File: src/design/thc_mul.sv
// ----------------------------------------------------------------------------
// Two-stage unsigned multiplier
// Splits both operands in halves, registers the four partial products and
// registers their sum in the second stage.
// ----------------------------------------------------------------------------
`default_nettype none

module thc_mul #(
  parameter int AW = 32,
  parameter int BW = 32
) (
  input  wire logic             clk,
  input  wire logic             en,
  input  wire logic [AW-1:0]    a,
  input  wire logic [BW-1:0]    b,
  output logic      [AW+BW-1:0] p
);

  localparam int AL = AW / 2;
  localparam int AH = AW - AL;
  localparam int BL = BW / 2;
  localparam int BH = BW - BL;
  localparam int PW = AW + BW;

  logic [AL+BL-1:0] pll;
  logic [AL+BH-1:0] plh;
  logic [AH+BL-1:0] phl;
  logic [AH+BH-1:0] phh;

  // Partial products of the operand halves.
  always_ff @(posedge clk) begin
    if (en) begin
      pll <= a[AL-1:0] * b[BL-1:0];
      plh <= a[AL-1:0] * b[BW-1:BL];
      phl <= a[AW-1:AL] * b[BL-1:0];
      phh <= a[AW-1:AL] * b[BW-1:BL];
    end
  end

  // Weighted sum of the partial products.
  always_ff @(posedge clk) begin
    if (en) begin
      p <= PW'(pll) + (PW'(plh) << BL) + (PW'(phl) << AL) + (PW'(phh) << (AL + BL));
    end
  end

endmodule

`default_nettype wire

File: config.mk
export PLATFORM = sky130hd
export DESIGN_NAME = thc_mul
export DESIGN_NICKNAME = d
export VERILOG_FILES = /design/src/design/thc_mul.sv
export SDC_FILE = /design/constraint.sdc
export NUM_CORES = 2
export LEC_CHECK = 0
export ABC_AREA = 1
export BUFFER_PORTS_ARGS = -buffer_cell sky130_fd_sc_hd__buf_4
export CAP_MARGIN = 25
export CORE_UTILIZATION = 40
export CTS_BUF_LIST = sky130_fd_sc_hd__clkbuf_4
export DETAILED_ROUTE_END_ITERATION = 7
export GPL_TIMING_DRIVEN = 0
export PLACE_DENSITY = 0.64
export SYNTH_ARGS = -nofsm -noshare
export SYNTH_HDL_FRONTEND = slang
export SYNTH_SLANG_ARGS = --single-unit
export TNS_END_PERCENT = 10
File: constraint.sdc
create_clock -name clk -period 14.6 [get_ports clk]
set_input_delay 0.73 -clock clk [delete_from_list [all_inputs] [get_ports clk]]
set_output_delay 0.73 -clock clk [all_outputs]
set_load 0.05 [all_outputs]
== Word-level counts from Yosys, hierarchy flattened ==
Index checks and enable logic that the tools add are counted.
Word-level totals
  register bits: 192
  bits in latches: 0
  RAM bits: 0
  memory bits (read-only): 0
  input port bits: 66
  output and inout bits: 64
  word-level logic and storage cells: 12
  memories kept: 0
Cells by class
  add/sub/neg operators: 3
  $mul: 4
  divide/modulo/power cells: 0
  order comparisons: 0
  equality and inequality tests: 0
  shift-type cells: 0
  mux-type cells: 0
  bitwise operators: 0
  reduce and logical (&&, ||, !) cells: 0
Operator list (number)
  multiplier 16 x 16 -> 32 bit: 4
  adder 50 x 64 -> 64 bit: 1
  adder 49 x 48 -> 50 bit: 1
  adder 32 x 48 -> 49 bit: 1

== Depth between registers and ports, before layout ==
  depth after elaboration: 3
  depth in mapped cells: 25

== Worst setup path after synthesis ==
OpenSTA, ideal clock, no wires.
  path kind: input port to flip-flop
  from: input port b[1]
  to: register phl[16] (data pin)
  library setup time: 0.259 ns
  data arrival time: 5.327 ns
  required time: 14.341 ns
  slack: 9.014 ns
  stages: 18
  path buffers: 1
  cells stage by stage: clkbuf_1 nand2_1 fa_1 fa_1 fa_1 fa_1 inv_1 fa_1 inv_1 fa_1 inv_1 ha_1 a21oi_1 a21boi_0 nand2_1 nand2_1 nand2_1 xor2_1
Between the ends
  word-level cells in the longest chain between the ends: 1
Ends and longest elaborated chain
  start, declared: line 15  | input wire logic [BW-1:0] b,
  multiplier 16 x 16 -> 32 bit: line 35  | phl <= a[AW-1:AL] * b[BL-1:0];
  end signal, assigned: line 35
  end, declared: line 27  | logic [AH+BL-1:0] phl;
Every way passes these cells.
A chain may end at the register's enable or synchronous reset.

== Worst setup path after layout ==
  from: input port a[10]
  to: register pll[19] (data pin)
Between the ends
  word-level cells in the longest chain between the ends: 1
Ends and longest elaborated chain
  start, declared: line 14  | input wire logic [AW-1:0] a,
  multiplier 16 x 16 -> 32 bit: line 33  | pll <= a[AL-1:0] * b[BL-1:0];
  end signal, assigned: line 33
  end, declared: line 25  | logic [AL+BL-1:0] pll;
Every way passes these cells.

==> impl_metrics.env <==
export IMPL_cts_resized=0
export IMPL_routabilityCongestion=0.989
export IMPL_row_count=124
export IMPL_yosysSeqAreaShare_pct=12.5
export IMPL_fmax_mhz=156
export IMPL_async_flop_share_pct=0
export IMPL_synthTopCellsByArea="fa_1 (35%), nand2_1 (14%), inv_1 (14%)"
export IMPL_clock_sinks=192
export IMPL_dr_first_iter_drc_count=3335
export IMPL_critical_path_max_fanout=10
export IMPL_worstPathCellList="buf_4 > clkbuf_1 > nand2_1 > fa_1 > fa_1 > fa_1 > inv_1 > fa_1 > fa_1 > inv_1 > fa_1 > inv_1 > ha_1 > a21oi_1 > o21ai_0 > nand2_1 > nand2_1 > a21oi_1 > xnor2_1"
export IMPL_wl_per_cell_um=21.1
export IMPL_synth_fp_nets=7314
export IMPL_initial_core_util_pct=40.4
export IMPL_synth_edf_count=192
export IMPL_port_buffers=129
export IMPL_finalSetupViolCount=0
export IMPL_cp_startpoint="a[10]"
export IMPL_nFillCells=11800
export IMPL_grt_total_usage_pct=28.3
export IMPL_ys_flop_type="edfxtp_1"
export IMPL_placed_area_um2=49200
export IMPL_placed_cells=7641
export IMPL_crit_end="pll[19]"
export IMPL_path_buf_inv=5
export IMPL_post_cts_buffers=0
export IMPL_synth_area_um2=46200
export IMPL_num_io_pins=130
export IMPL_crit_slowest_cell="clkbuf_1"
export IMPL_max_slew_margin_rel_pct=23.3
export IMPL_finalNetCount=7471
export IMPL_first_pass_iters=6
export IMPL_ys_types=33
export IMPL_yosys_warnings=0
export IMPL_cp_required_ps=15060
export IMPL_die_area_um2=117000
export IMPL_vias=38900
export IMPL_fin_cells=7678
export IMPL_critPathKind="input pin to register"
export IMPL_cts_tree="yes"
export IMPL_grt_pass1_wl_mm=243
export IMPL_dp_hpwl_mm=138
export IMPL_synth_cells=5991
export IMPL_crit_cells=19
export IMPL_synth_top_area_cell="fa_1"
export IMPL_tns_ps=0
export IMPL_area_delta_synth_final_pct=7.34
export IMPL_r2r_slack_ps=11440
export IMPL_drc=0
export IMPL_numCtsBuffers=17
export IMPL_die_h_um=342
export IMPL_rsz0062_at_grt="no"
export IMPL_grt_pass1_vias=39700
export IMPL_clk_pin_slew_ps=230
export IMPL_antenna_found_initial=12
export IMPL_cp_start_kind="input pin"
export IMPL_synth_common_cells="nand2_1 (1,777), inv_1 (1,719), fa_1 (809)"
export IMPL_tightest_slew_ps=1150
export IMPL_drive_above_1_share_pct=4.22
export IMPL_hold_viol_final=0
export IMPL_period_needed_ps=6430
export IMPL_ant_nets=0
export IMPL_grt_max_degree=106
export IMPL_avgViaCountPerCell=5.06
export IMPL_die_w_um=342
export IMPL_yosysTopAreaCellShare_pct=35.1
export IMPL_period_share_pct=44.0
export IMPL_clock_latency_ps=790
export IMPL_core_um2=114000
export IMPL_crit_family="adder cells"
export IMPL_reg2regPathDepth=14
export IMPL_worst_path_largest_cell_delay_ps=770
export IMPL_arrival_ps=6890
export IMPL_crit_top_cell="fa_1"
export IMPL_ys_ff_latch=192
export IMPL_drv_slew=0
export IMPL_h_tree_depth=4
export IMPL_maxCapViolations=0
export IMPL_avgSynthCellArea_um2=7.71
export IMPL_yosysMostFrequentCell="nand2_1"
export IMPL_worstSetupEndpointType="register"
export IMPL_outcome="complete, no violations"
export IMPL_r2r_start="pll[17]"
export IMPL_cts_root_buf="clkbuf_4"
export IMPL_min_path_type="input pin to register"
export IMPL_clock_path_buffers=2
export IMPL_hold_buffers=0
export IMPL_worst_clock_skew_ps=45.7
export IMPL_r2r_end="p[49]"
export IMPL_overflow=0
export IMPL_routed_wl_mm=162
export IMPL_design_area_um2=49600
==> per-layer routing <==
metal,up-vias,GRT usage [%],share of wire [%]
met2,1720,45.3,45
met1,19100,37.2,40
met4,6,13.7,5.5
li1,17700,-,-
met3,369,4.82,9.1
met5,-,0,0.028
==> placed cells by master (no fill, tap or decap), types with 9 or more instances in the layout <==
master and n:
nor2_2 21, nand4_1 47, edfxtp_1 192, clkbuf_1 192
inv_1 1719, xor2_1 76, inv_2 9, a21oi_1 151
ha_1 448, nand3_1 138, fa_1 809, nor2_4 9
clkbuf_4 17, buf_4 128, nand2_2 34, xnor2_1 18
a21o_1 13, o21ai_0 74, nand2_1 1777, o21a_1 13
nor3_1 34, nor2_1 174, nand3_2 11
==> cell families (layout without fill, tap and decap cells) <==
kind of cell / Yosys count / after routing / share of synthesized area [%]
XOR/XNOR: 94 / 94 / 1.78
AND/OR/NAND/NOR: 2258 / 2258 / 19.8
AO/OA/AOI/OAI: 270 / 270 / 3.17
other: 0 / 5 / 0
adder cells (fa/ha/maj): 1257 / 1257 / 47.2
flip-flops: 192 / 192 / 12.5
buffers and inverters: 1920 / 2090 / 15.6
==> sequential cells by signal, summed over array words and instances (netlist names) <==
| signal | flops |
|---|---|
| p | 64 |
| plh | 32 |
| phl | 32 |
| phh | 32 |
| pll | 32 |
==> final cells by class <==
type | instances | area, um2 | area share [%]
well taps | 1512 | 1890 | 3.82
repair buffers | 138 | 1120 | 2.26
plain buffers | 192 | 721 | 1.45
flip-flops and latches | 192 | 5770 | 11.6
clock inverters | 15 | 239 | 0.482
multi-input cells | 3879 | 33200 | 67.0
diodes | 5 | 12.5 | 0.0252
clock buffers | 17 | 128 | 0.257
inverters | 1728 | 6490 | 13.1
==> worst min-delay path by stage <==
stage          slack [ps]  cells after the start     end    start
5_1_grt               210                      3  phh[0]    a[16]
6_report              250                      3  phh[0]    a[16]
4_1_cts               160                      3  phh[0]    a[16]
3_3_place_gp          400                      0   p[15]  pll[15]
3_5_place_dp          410                      0   p[15]  pll[15]
2_1_floorplan         400                      0    p[0]   pll[0]
==> worst min-delay path: stages <==
cell and delay, ps:
buf_4 120, nand2_1 50, inv_1 40
==> through the flow <==
stage          utilization (%)  hold slack (ps)  worst slack (ps)
2_1_floorplan                -              400              9010
3_3_place_gp              42.9              402              7500
3_5_place_dp              43.0              405              7540
4_1_cts                   43.4              164              8400
5_1_grt                   43.4              210              8050
6_report                  43.4              247              8170
Power is left out: the tool's default activity adds up to more than one toggle a clock period on the data nets, which glitch-free logic cannot reach.
