### config.mk
export PLATFORM = sky130hd
export DESIGN_NAME = thc_div
export DESIGN_NICKNAME = d
export VERILOG_FILES = /design/src/design/thc_div.sv
export SDC_FILE = /design/constraint.sdc
export NUM_CORES = 2
export LEC_CHECK = 0
export BUFFER_PORTS_ARGS = -buffer_cell sky130_fd_sc_hd__buf_4
export CORE_ASPECT_RATIO = 0.8
export CORE_MARGIN = 5
export CORE_UTILIZATION = 50
export DETAILED_ROUTE_END_ITERATION = 8
export PLACE_DENSITY = 0.68
export SLEW_MARGIN = 25
export SYNTH_ARGS = -nofsm -noshare
export SYNTH_HDL_FRONTEND = slang
export SYNTH_MEMORY_MAX_BITS = 65536
export SYNTH_SLANG_ARGS = --single-unit
### constraint.sdc
create_clock -name clk -period 2.95 [get_ports clk]
set_input_delay 0.59 -clock clk [delete_from_list [all_inputs] [get_ports clk]]
set_output_delay 0.59 -clock clk [all_outputs]
set_load 0.05 [all_outputs]
### src/design/thc_div.sv
// ----------------------------------------------------------------------------
// Pipelined restoring divider
// One quotient bit per stage; a sideband word, valid bit included, travels
// with each item.
// ----------------------------------------------------------------------------
`default_nettype none

module thc_div #(
  parameter int NW = 52,
  parameter int DW = 16,
  parameter int SW = 1
) (
  input  wire logic          clk,
  input  wire logic          rst,
  input  wire logic          en,
  input  wire logic [NW-1:0] num,
  input  wire logic [DW-1:0] den,
  input  wire logic [SW-1:0] side_in,
  output logic      [NW-1:0] quo,
  output logic      [SW-1:0] side_out
);

  // Stage registers: partial remainder, numerator turning into quotient.
  logic [DW-1:0] rem  [NW];
  logic [NW-1:0] qn   [NW];
  logic [DW-1:0] dv   [NW];
  logic [SW-1:0] side [NW];

  for (genvar i = 0; i < NW; i++) begin : g_stage
    logic [DW-1:0] cur_rem;
    logic [NW-1:0] cur_qn;
    logic [DW-1:0] cur_dv;
    logic [SW-1:0] cur_side;
    logic [DW:0]   trial;
    logic [DW:0]   diff;
    logic          ge;

    if (i == 0) begin : g_first
      assign cur_rem  = '0;
      assign cur_qn   = num;
      assign cur_dv   = den;
      assign cur_side = side_in;
    end else begin : g_next
      assign cur_rem  = rem[i-1];
      assign cur_qn   = qn[i-1];
      assign cur_dv   = dv[i-1];
      assign cur_side = side[i-1];
    end

    // Bring down the next numerator bit and try a subtraction.
    assign trial = {cur_rem, cur_qn[NW-1]};
    assign diff  = trial - {1'b0, cur_dv};
    assign ge    = (trial >= {1'b0, cur_dv});

    always_ff @(posedge clk) begin
      if (rst) begin
        side[i] <= '0;
      end else if (en) begin
        side[i] <= cur_side;
      end
    end

    always_ff @(posedge clk) begin
      if (en) begin
        rem[i] <= ge ? diff[DW-1:0] : trial[DW-1:0];
        qn[i]  <= {cur_qn[NW-2:0], ge};
        dv[i]  <= cur_dv;
      end
    end
  end

  assign quo      = qn[NW-1];
  assign side_out = side[NW-1];

endmodule

`default_nettype wire
### Yosys cells after proc, flatten, opt, wreduce, memory -nomap -nowiden

Memory sizes are Yosys's and may differ from the RTL's.
Index checks and enable logic that the tools add are counted.

| operators by class | value |
|---|---|
| $add $sub $neg | 52 |
| magnitude comparators | 52 |
| multiplexer cells | 110 |
| bitwise gates (word level) | 52 |

Operator list:

| operator | number |
|---|---|
| 17-bit by 16-bit >= comparator with 1-bit output | 51 |
| 16-bit two-way mux | 52 |
| 16-bit subtractor | 51 |
| 1-bit two-way mux | 58 |
| 1-bit bitwise OR | 52 |
| 1-bit by 16-bit >= comparator with 1-bit output | 1 |
| 1-bit by 16-bit subtractor with 16-bit output | 1 |

| word-level totals | value |
|---|---|
| flip-flop bits (word level) | 0 |
| memory bits (writable) | 4420 |
| input bits | 72 |
| output and inout port bits | 53 |
| memories | 4 |

Memories:

| name | depth | width | rd ports | clocked after memory_dff | wr ports | RTL line | text |
|---|---|---|---|---|---|---|---|
| qn | 52 | 52 | 52 | 0 | 52 | 25 | `logic [NW-1:0] qn [NW];` |
| dv | 52 | 16 | 51 | 0 | 52 | 26 | `logic [DW-1:0] dv [NW];` |
| rem | 52 | 16 | 51 | 0 | 52 | 24 | `logic [DW-1:0] rem [NW];` |
| side | 52 | 1 | 52 | 0 | 52 | 27 | `logic [SW-1:0] side [NW];` |

### Longest topological paths before layout

| depth | value |
|---|---|
| depth after elaboration | 4 |
| depth in mapped cells | 12 |
| gate-level depth less buffers | 11 |

### Least setup slack after synthesis

Ideal clock, no wire load.

| path | value |
|---|---|
| path type | flip-flop to flip-flop |
| start | mem rem[16][5], in the netlist rem[2][5] |
| end | mem rem[17][8], in the netlist rem[2][24] (data pin) |
| library setup time | 0.260 ns |
| arrival time | 2.888 ns |
| setup slack | -0.198 ns |
| cell stages (with the launch flop) | 11 |
| buffers on the path | 1 |
| cell sequence | edfxtp_1 > ha_1 > a21o_1 > a21oi_2 > nand4_1 > a311oi_2 > nor2_1 > or4_4 > a41oi_4 > buf_12 > mux2_4 |

RTL lines:

| element | RTL line |
|---|---|
| start: declaration | 24 |

==> flow_summary_export.csv <==
group,metric,value,unit
outcome,status,"finished, violations left",
outcome,violations,"setup timing",
cts,h-tree-depth,5,
floorplanning,io_pins,125,
floorplanning,dieArea,373000,um2
cts,ctsLongestPathBuffers,4,
floorplanning,coreArea,360000,um2
setup_path,arrival,3.88,ns
setup_path,endpoint_kind,"flop",
power_and_ir_drop,pwr_density_cell,1020,nW/um2
yosys,netlist_area,181000,um2
min_path,hold_class,"in2reg",
timing,rsz0062_at_grt,"true",
floorplanning,num_rows,197,
grt,grt_max_degree,158,
timing,clock-skew-final,0.0541,ns
setup_path,crit_fanout,7,
timing,fin_crit_sh,108,%
cells_and_area,regArea,132000,um2
drt,ant_nets,0,
timing,worst_pin_slew,0.839,ns
power_and_ir_drop,total_power,0.215,W
placement,place_congestion,0.901,
cts,clock_latency,0.94,ns
cts,cts_tree,"done",
timing,finalSetupViolations,40,
drt,first_pass_iters,9,
grt,grt_pass1_wl,520,mm
drt,drc_errors,0,
floorplanning,start_util,50.2,%
yosys,syn_inst,11500,
power_and_ir_drop,vdd_drop_max,0.564,mV
yosys,synth_seq_area_share,73.0,%
grt,track_usage,17.2,%
drt,drtIter0Drc,7085,
yosys,synth-edff-count,4388,
timing,slew_violations,0,
grt,grt_pass1_vias,94300,
yosys,syn_nets,12400,
power_and_ir_drop,p_leak,79.9,nW
cells_and_area,drive_gt1_share,18.2,%
setup_path,slowest_stage,"or4_4",
cts,path_clk_slew,0.07,ns
setup_path,worst_ep_required_time,3.64,ns
drt,avgRoutedWirePerCell,18.5,um
drt,route.vias.total,94300,
setup_path,slowest_delay,0.51,ns
timing,setup_tns,-4.91,ns
timing,max_freq,0.313,GHz
drt,vias_per_cell,5.28,
placement,dp_hpwl,225,mm
placement,port-buffer-count,124,
floorplanning,die_w,682,um
cts,cts_made_buffers,417,
yosys,synth_cell_type_count,89,
yosys,avgSynthCellArea,15.8,um2
setup_path,path_cells,"inv_1 -> ha_4 -> nor2b_4 -> o2111ai_2 -> nand4_1 -> a311oi_2 -> nor2_1 -> or4_4 -> a41oi_4 -> clkbuf_16 -> mux2_2",
grt,overflow,0,
yosys,async_flop_share,0,%
placement,pre_cts_ws,-0.244,ns
cells_and_area,multi_input_area,46700,um2
timing,setup_slack,-0.242,ns
drt,wl,331,mm
setup_path,start_kind,"flop",
grt,antenna_found_initial,1,
yosys,ys.flop_type,"edfxtp_1",
timing,max_slew_margin,44.0,%
cts,cts.sinks,4388,
cells_and_area,fill_cells,27200,
setup_path,crit_type,"reg2reg",
yosys,ys_ff_latch,4388,
timing,hold_viol,0,
floorplanning,die_h,548,um
cells_and_area,nNetsFinal,13700,
cts,root_buffer,"clkbuf_16",
timing,whs,0.243,ns
run,maxCapViolations,0,
cells_and_area,syn2layout_area_growth,16.9,%
yosys,yosysWarnings,0,
timing,period_needed,3.19,ns
-- worst paths after layout --
kind,startpoint,endpoint,slack [ns],cells past startpoint
setup reg to reg,dv[0][257],rem[2][20],-0.24,11
hold / removal,en,rem[0][34],0.24,2
setup / recovery,dv[0][257],rem[2][20],-0.24,11
hold reg to reg,qn[1][928],qn[1][981],0.38,0
-- kinds of logic (layout without fill, tap and decap cells) --
group	Yosys count	count (layout)	share of synthesized area (%)
DFF	4388	4388	73.0
and+or+nand+nor	1997	1997	5.32
AOI/OAI and AO/OA	1934	1934	6.92
buffers and inverters	1167	2783	2.48
adders and majority gates	868	868	6.22
muxes	559	559	3.44
xor gates and xnor gates	549	549	2.66
other	0	2	0
-- flip-flops by register name, summed over array words and instances (netlist names) --
register / flops
qn: 2704
dv: 816
rem: 816
side: 52
-- layout make-up --
class	count	share of cell area (%)
antenna	2	0.00237
clock buffer	489	5.08
clock inverter	280	1.49
inverter	1047	1.86
multi-input combinational	5907	22.1
sequential	4388	62.4
tap	4776	2.83
timing repair buffer	967	4.20
-- per-layer routing --
| metal | global-route usage (%) | vias up | part of all wire [%] |
|---|---|---|---|
| li1 | - | 45700 | - |
| met5 | 0 | - | 0 |
| met4 | 4.66 | 0 | 2.6 |
| met1 | 24.9 | 46300 | 47 |
| met3 | 2.19 | 546 | 3.9 |
| met2 | 27.8 | 1782 | 47 |
-- where the power goes --
group          switching (W)  internal, W  total, W
Sequential           0.00577       0.0826    0.0884
Clock                 0.0231       0.0307    0.0537
Combinational         0.0369       0.0361    0.0730
Total                 0.0657        0.149     0.215
-- Yosys cell counts, types with 55 or more instances --
| library cell | count | share of area (%) |
|---|---|---|
| a211oi_1 | 76 | 0.32 |
| a21o_1 | 190 | 0.79 |
| a21oi_1 | 514 | 1.4 |
| a31oi_1 | 57 | 0.20 |
| and2_1 | 69 | 0.24 |
| clkbuf_1 | 80 | 0.17 |
| edfxtp_1 | 4388 | 73 |
| ha_1 | 818 | 5.7 |
| inv_1 | 1047 | 2.2 |
| mux2_2 | 454 | 2.8 |
| mux2i_1 | 93 | 0.52 |
| nand2_1 | 480 | 1.0 |
| nand2b_1 | 97 | 0.34 |
| nand3_1 | 147 | 0.41 |
| nand4_1 | 108 | 0.37 |
| nor2_1 | 565 | 1.2 |
| nor2b_1 | 138 | 0.48 |
| nor3_1 | 169 | 0.47 |
| o21a_1 | 141 | 0.59 |
| o21ai_0 | 481 | 1.3 |
| o31a_1 | 60 | 0.29 |
| o31ai_1 | 55 | 0.23 |
| or3_1 | 59 | 0.20 |
| xnor2_1 | 374 | 1.8 |
| xor2_1 | 175 | 0.85 |
-- worst max-delay path, delay by kind of cell, from the launching register on --
| kind | cells | cell delay, ns |
|---|---|---|
| compound gates | 3 | 0.75 |
| fa+ha+maj | 1 | 0.20 |
| buf+inv | 2 | 0.33 |
| flops | 1 | 0.40 |
| mux | 1 | 0.34 |
| simple gates | 4 | 0.96 |
-- cell usage in the layout (no fill, tap or decap), drive strengths merged, types with 42 or more instances in the layout --
cell type,synthesis,final
xor2,175,175
o21bai,45,45
clkbuf,80,494
a211oi,76,76
a21oi,515,515
a31oi,59,59
nand2b,97,97
nand4,108,108
nor2,565,565
mux2,466,466
ha,818,818
a21o,190,190
o31a,60,60
or3,59,59
nand2,480,480
a21boi,48,48
xnor2,374,374
o21a,141,141
and2,69,69
nor4,43,43
edfxtp,4388,4388
dlygate4sd3,0,69
fa,50,50
mux2i,93,93
buf,40,893
o211ai,42,42
o31ai,56,56
clkinv,0,181
o21ai,491,491
inv,1047,1066
bufinv,0,50
nor3,170,170
nor2b,138,138
nand3,147,147
-- through the flow --
stage / cells / cell area (um2) / utilization (%)
floorplan: 11500 / 181000 / -
global placement: 16900 / 193000 / 53.7
detailed placement: 16900 / 193000 / 53.7
CTS: 17800 / 209000 / 58.0
global route: 17900 / 211000 / 58.7
finish: 17900 / 211000 / 58.7
-- timing repair --
action / 4_1_cts / 5_1_grt
setup endpoints to repair: 322 / 660
pin swaps: 35 / 146
endpoints found under the hold margin: 76 / 0
hold buffers: 69 / 0
buffers inserted: 28 / 88
gates cloned: 7 / 8
gates resized for setup: 122 / 397
Power figures use the tool's default switching activity.
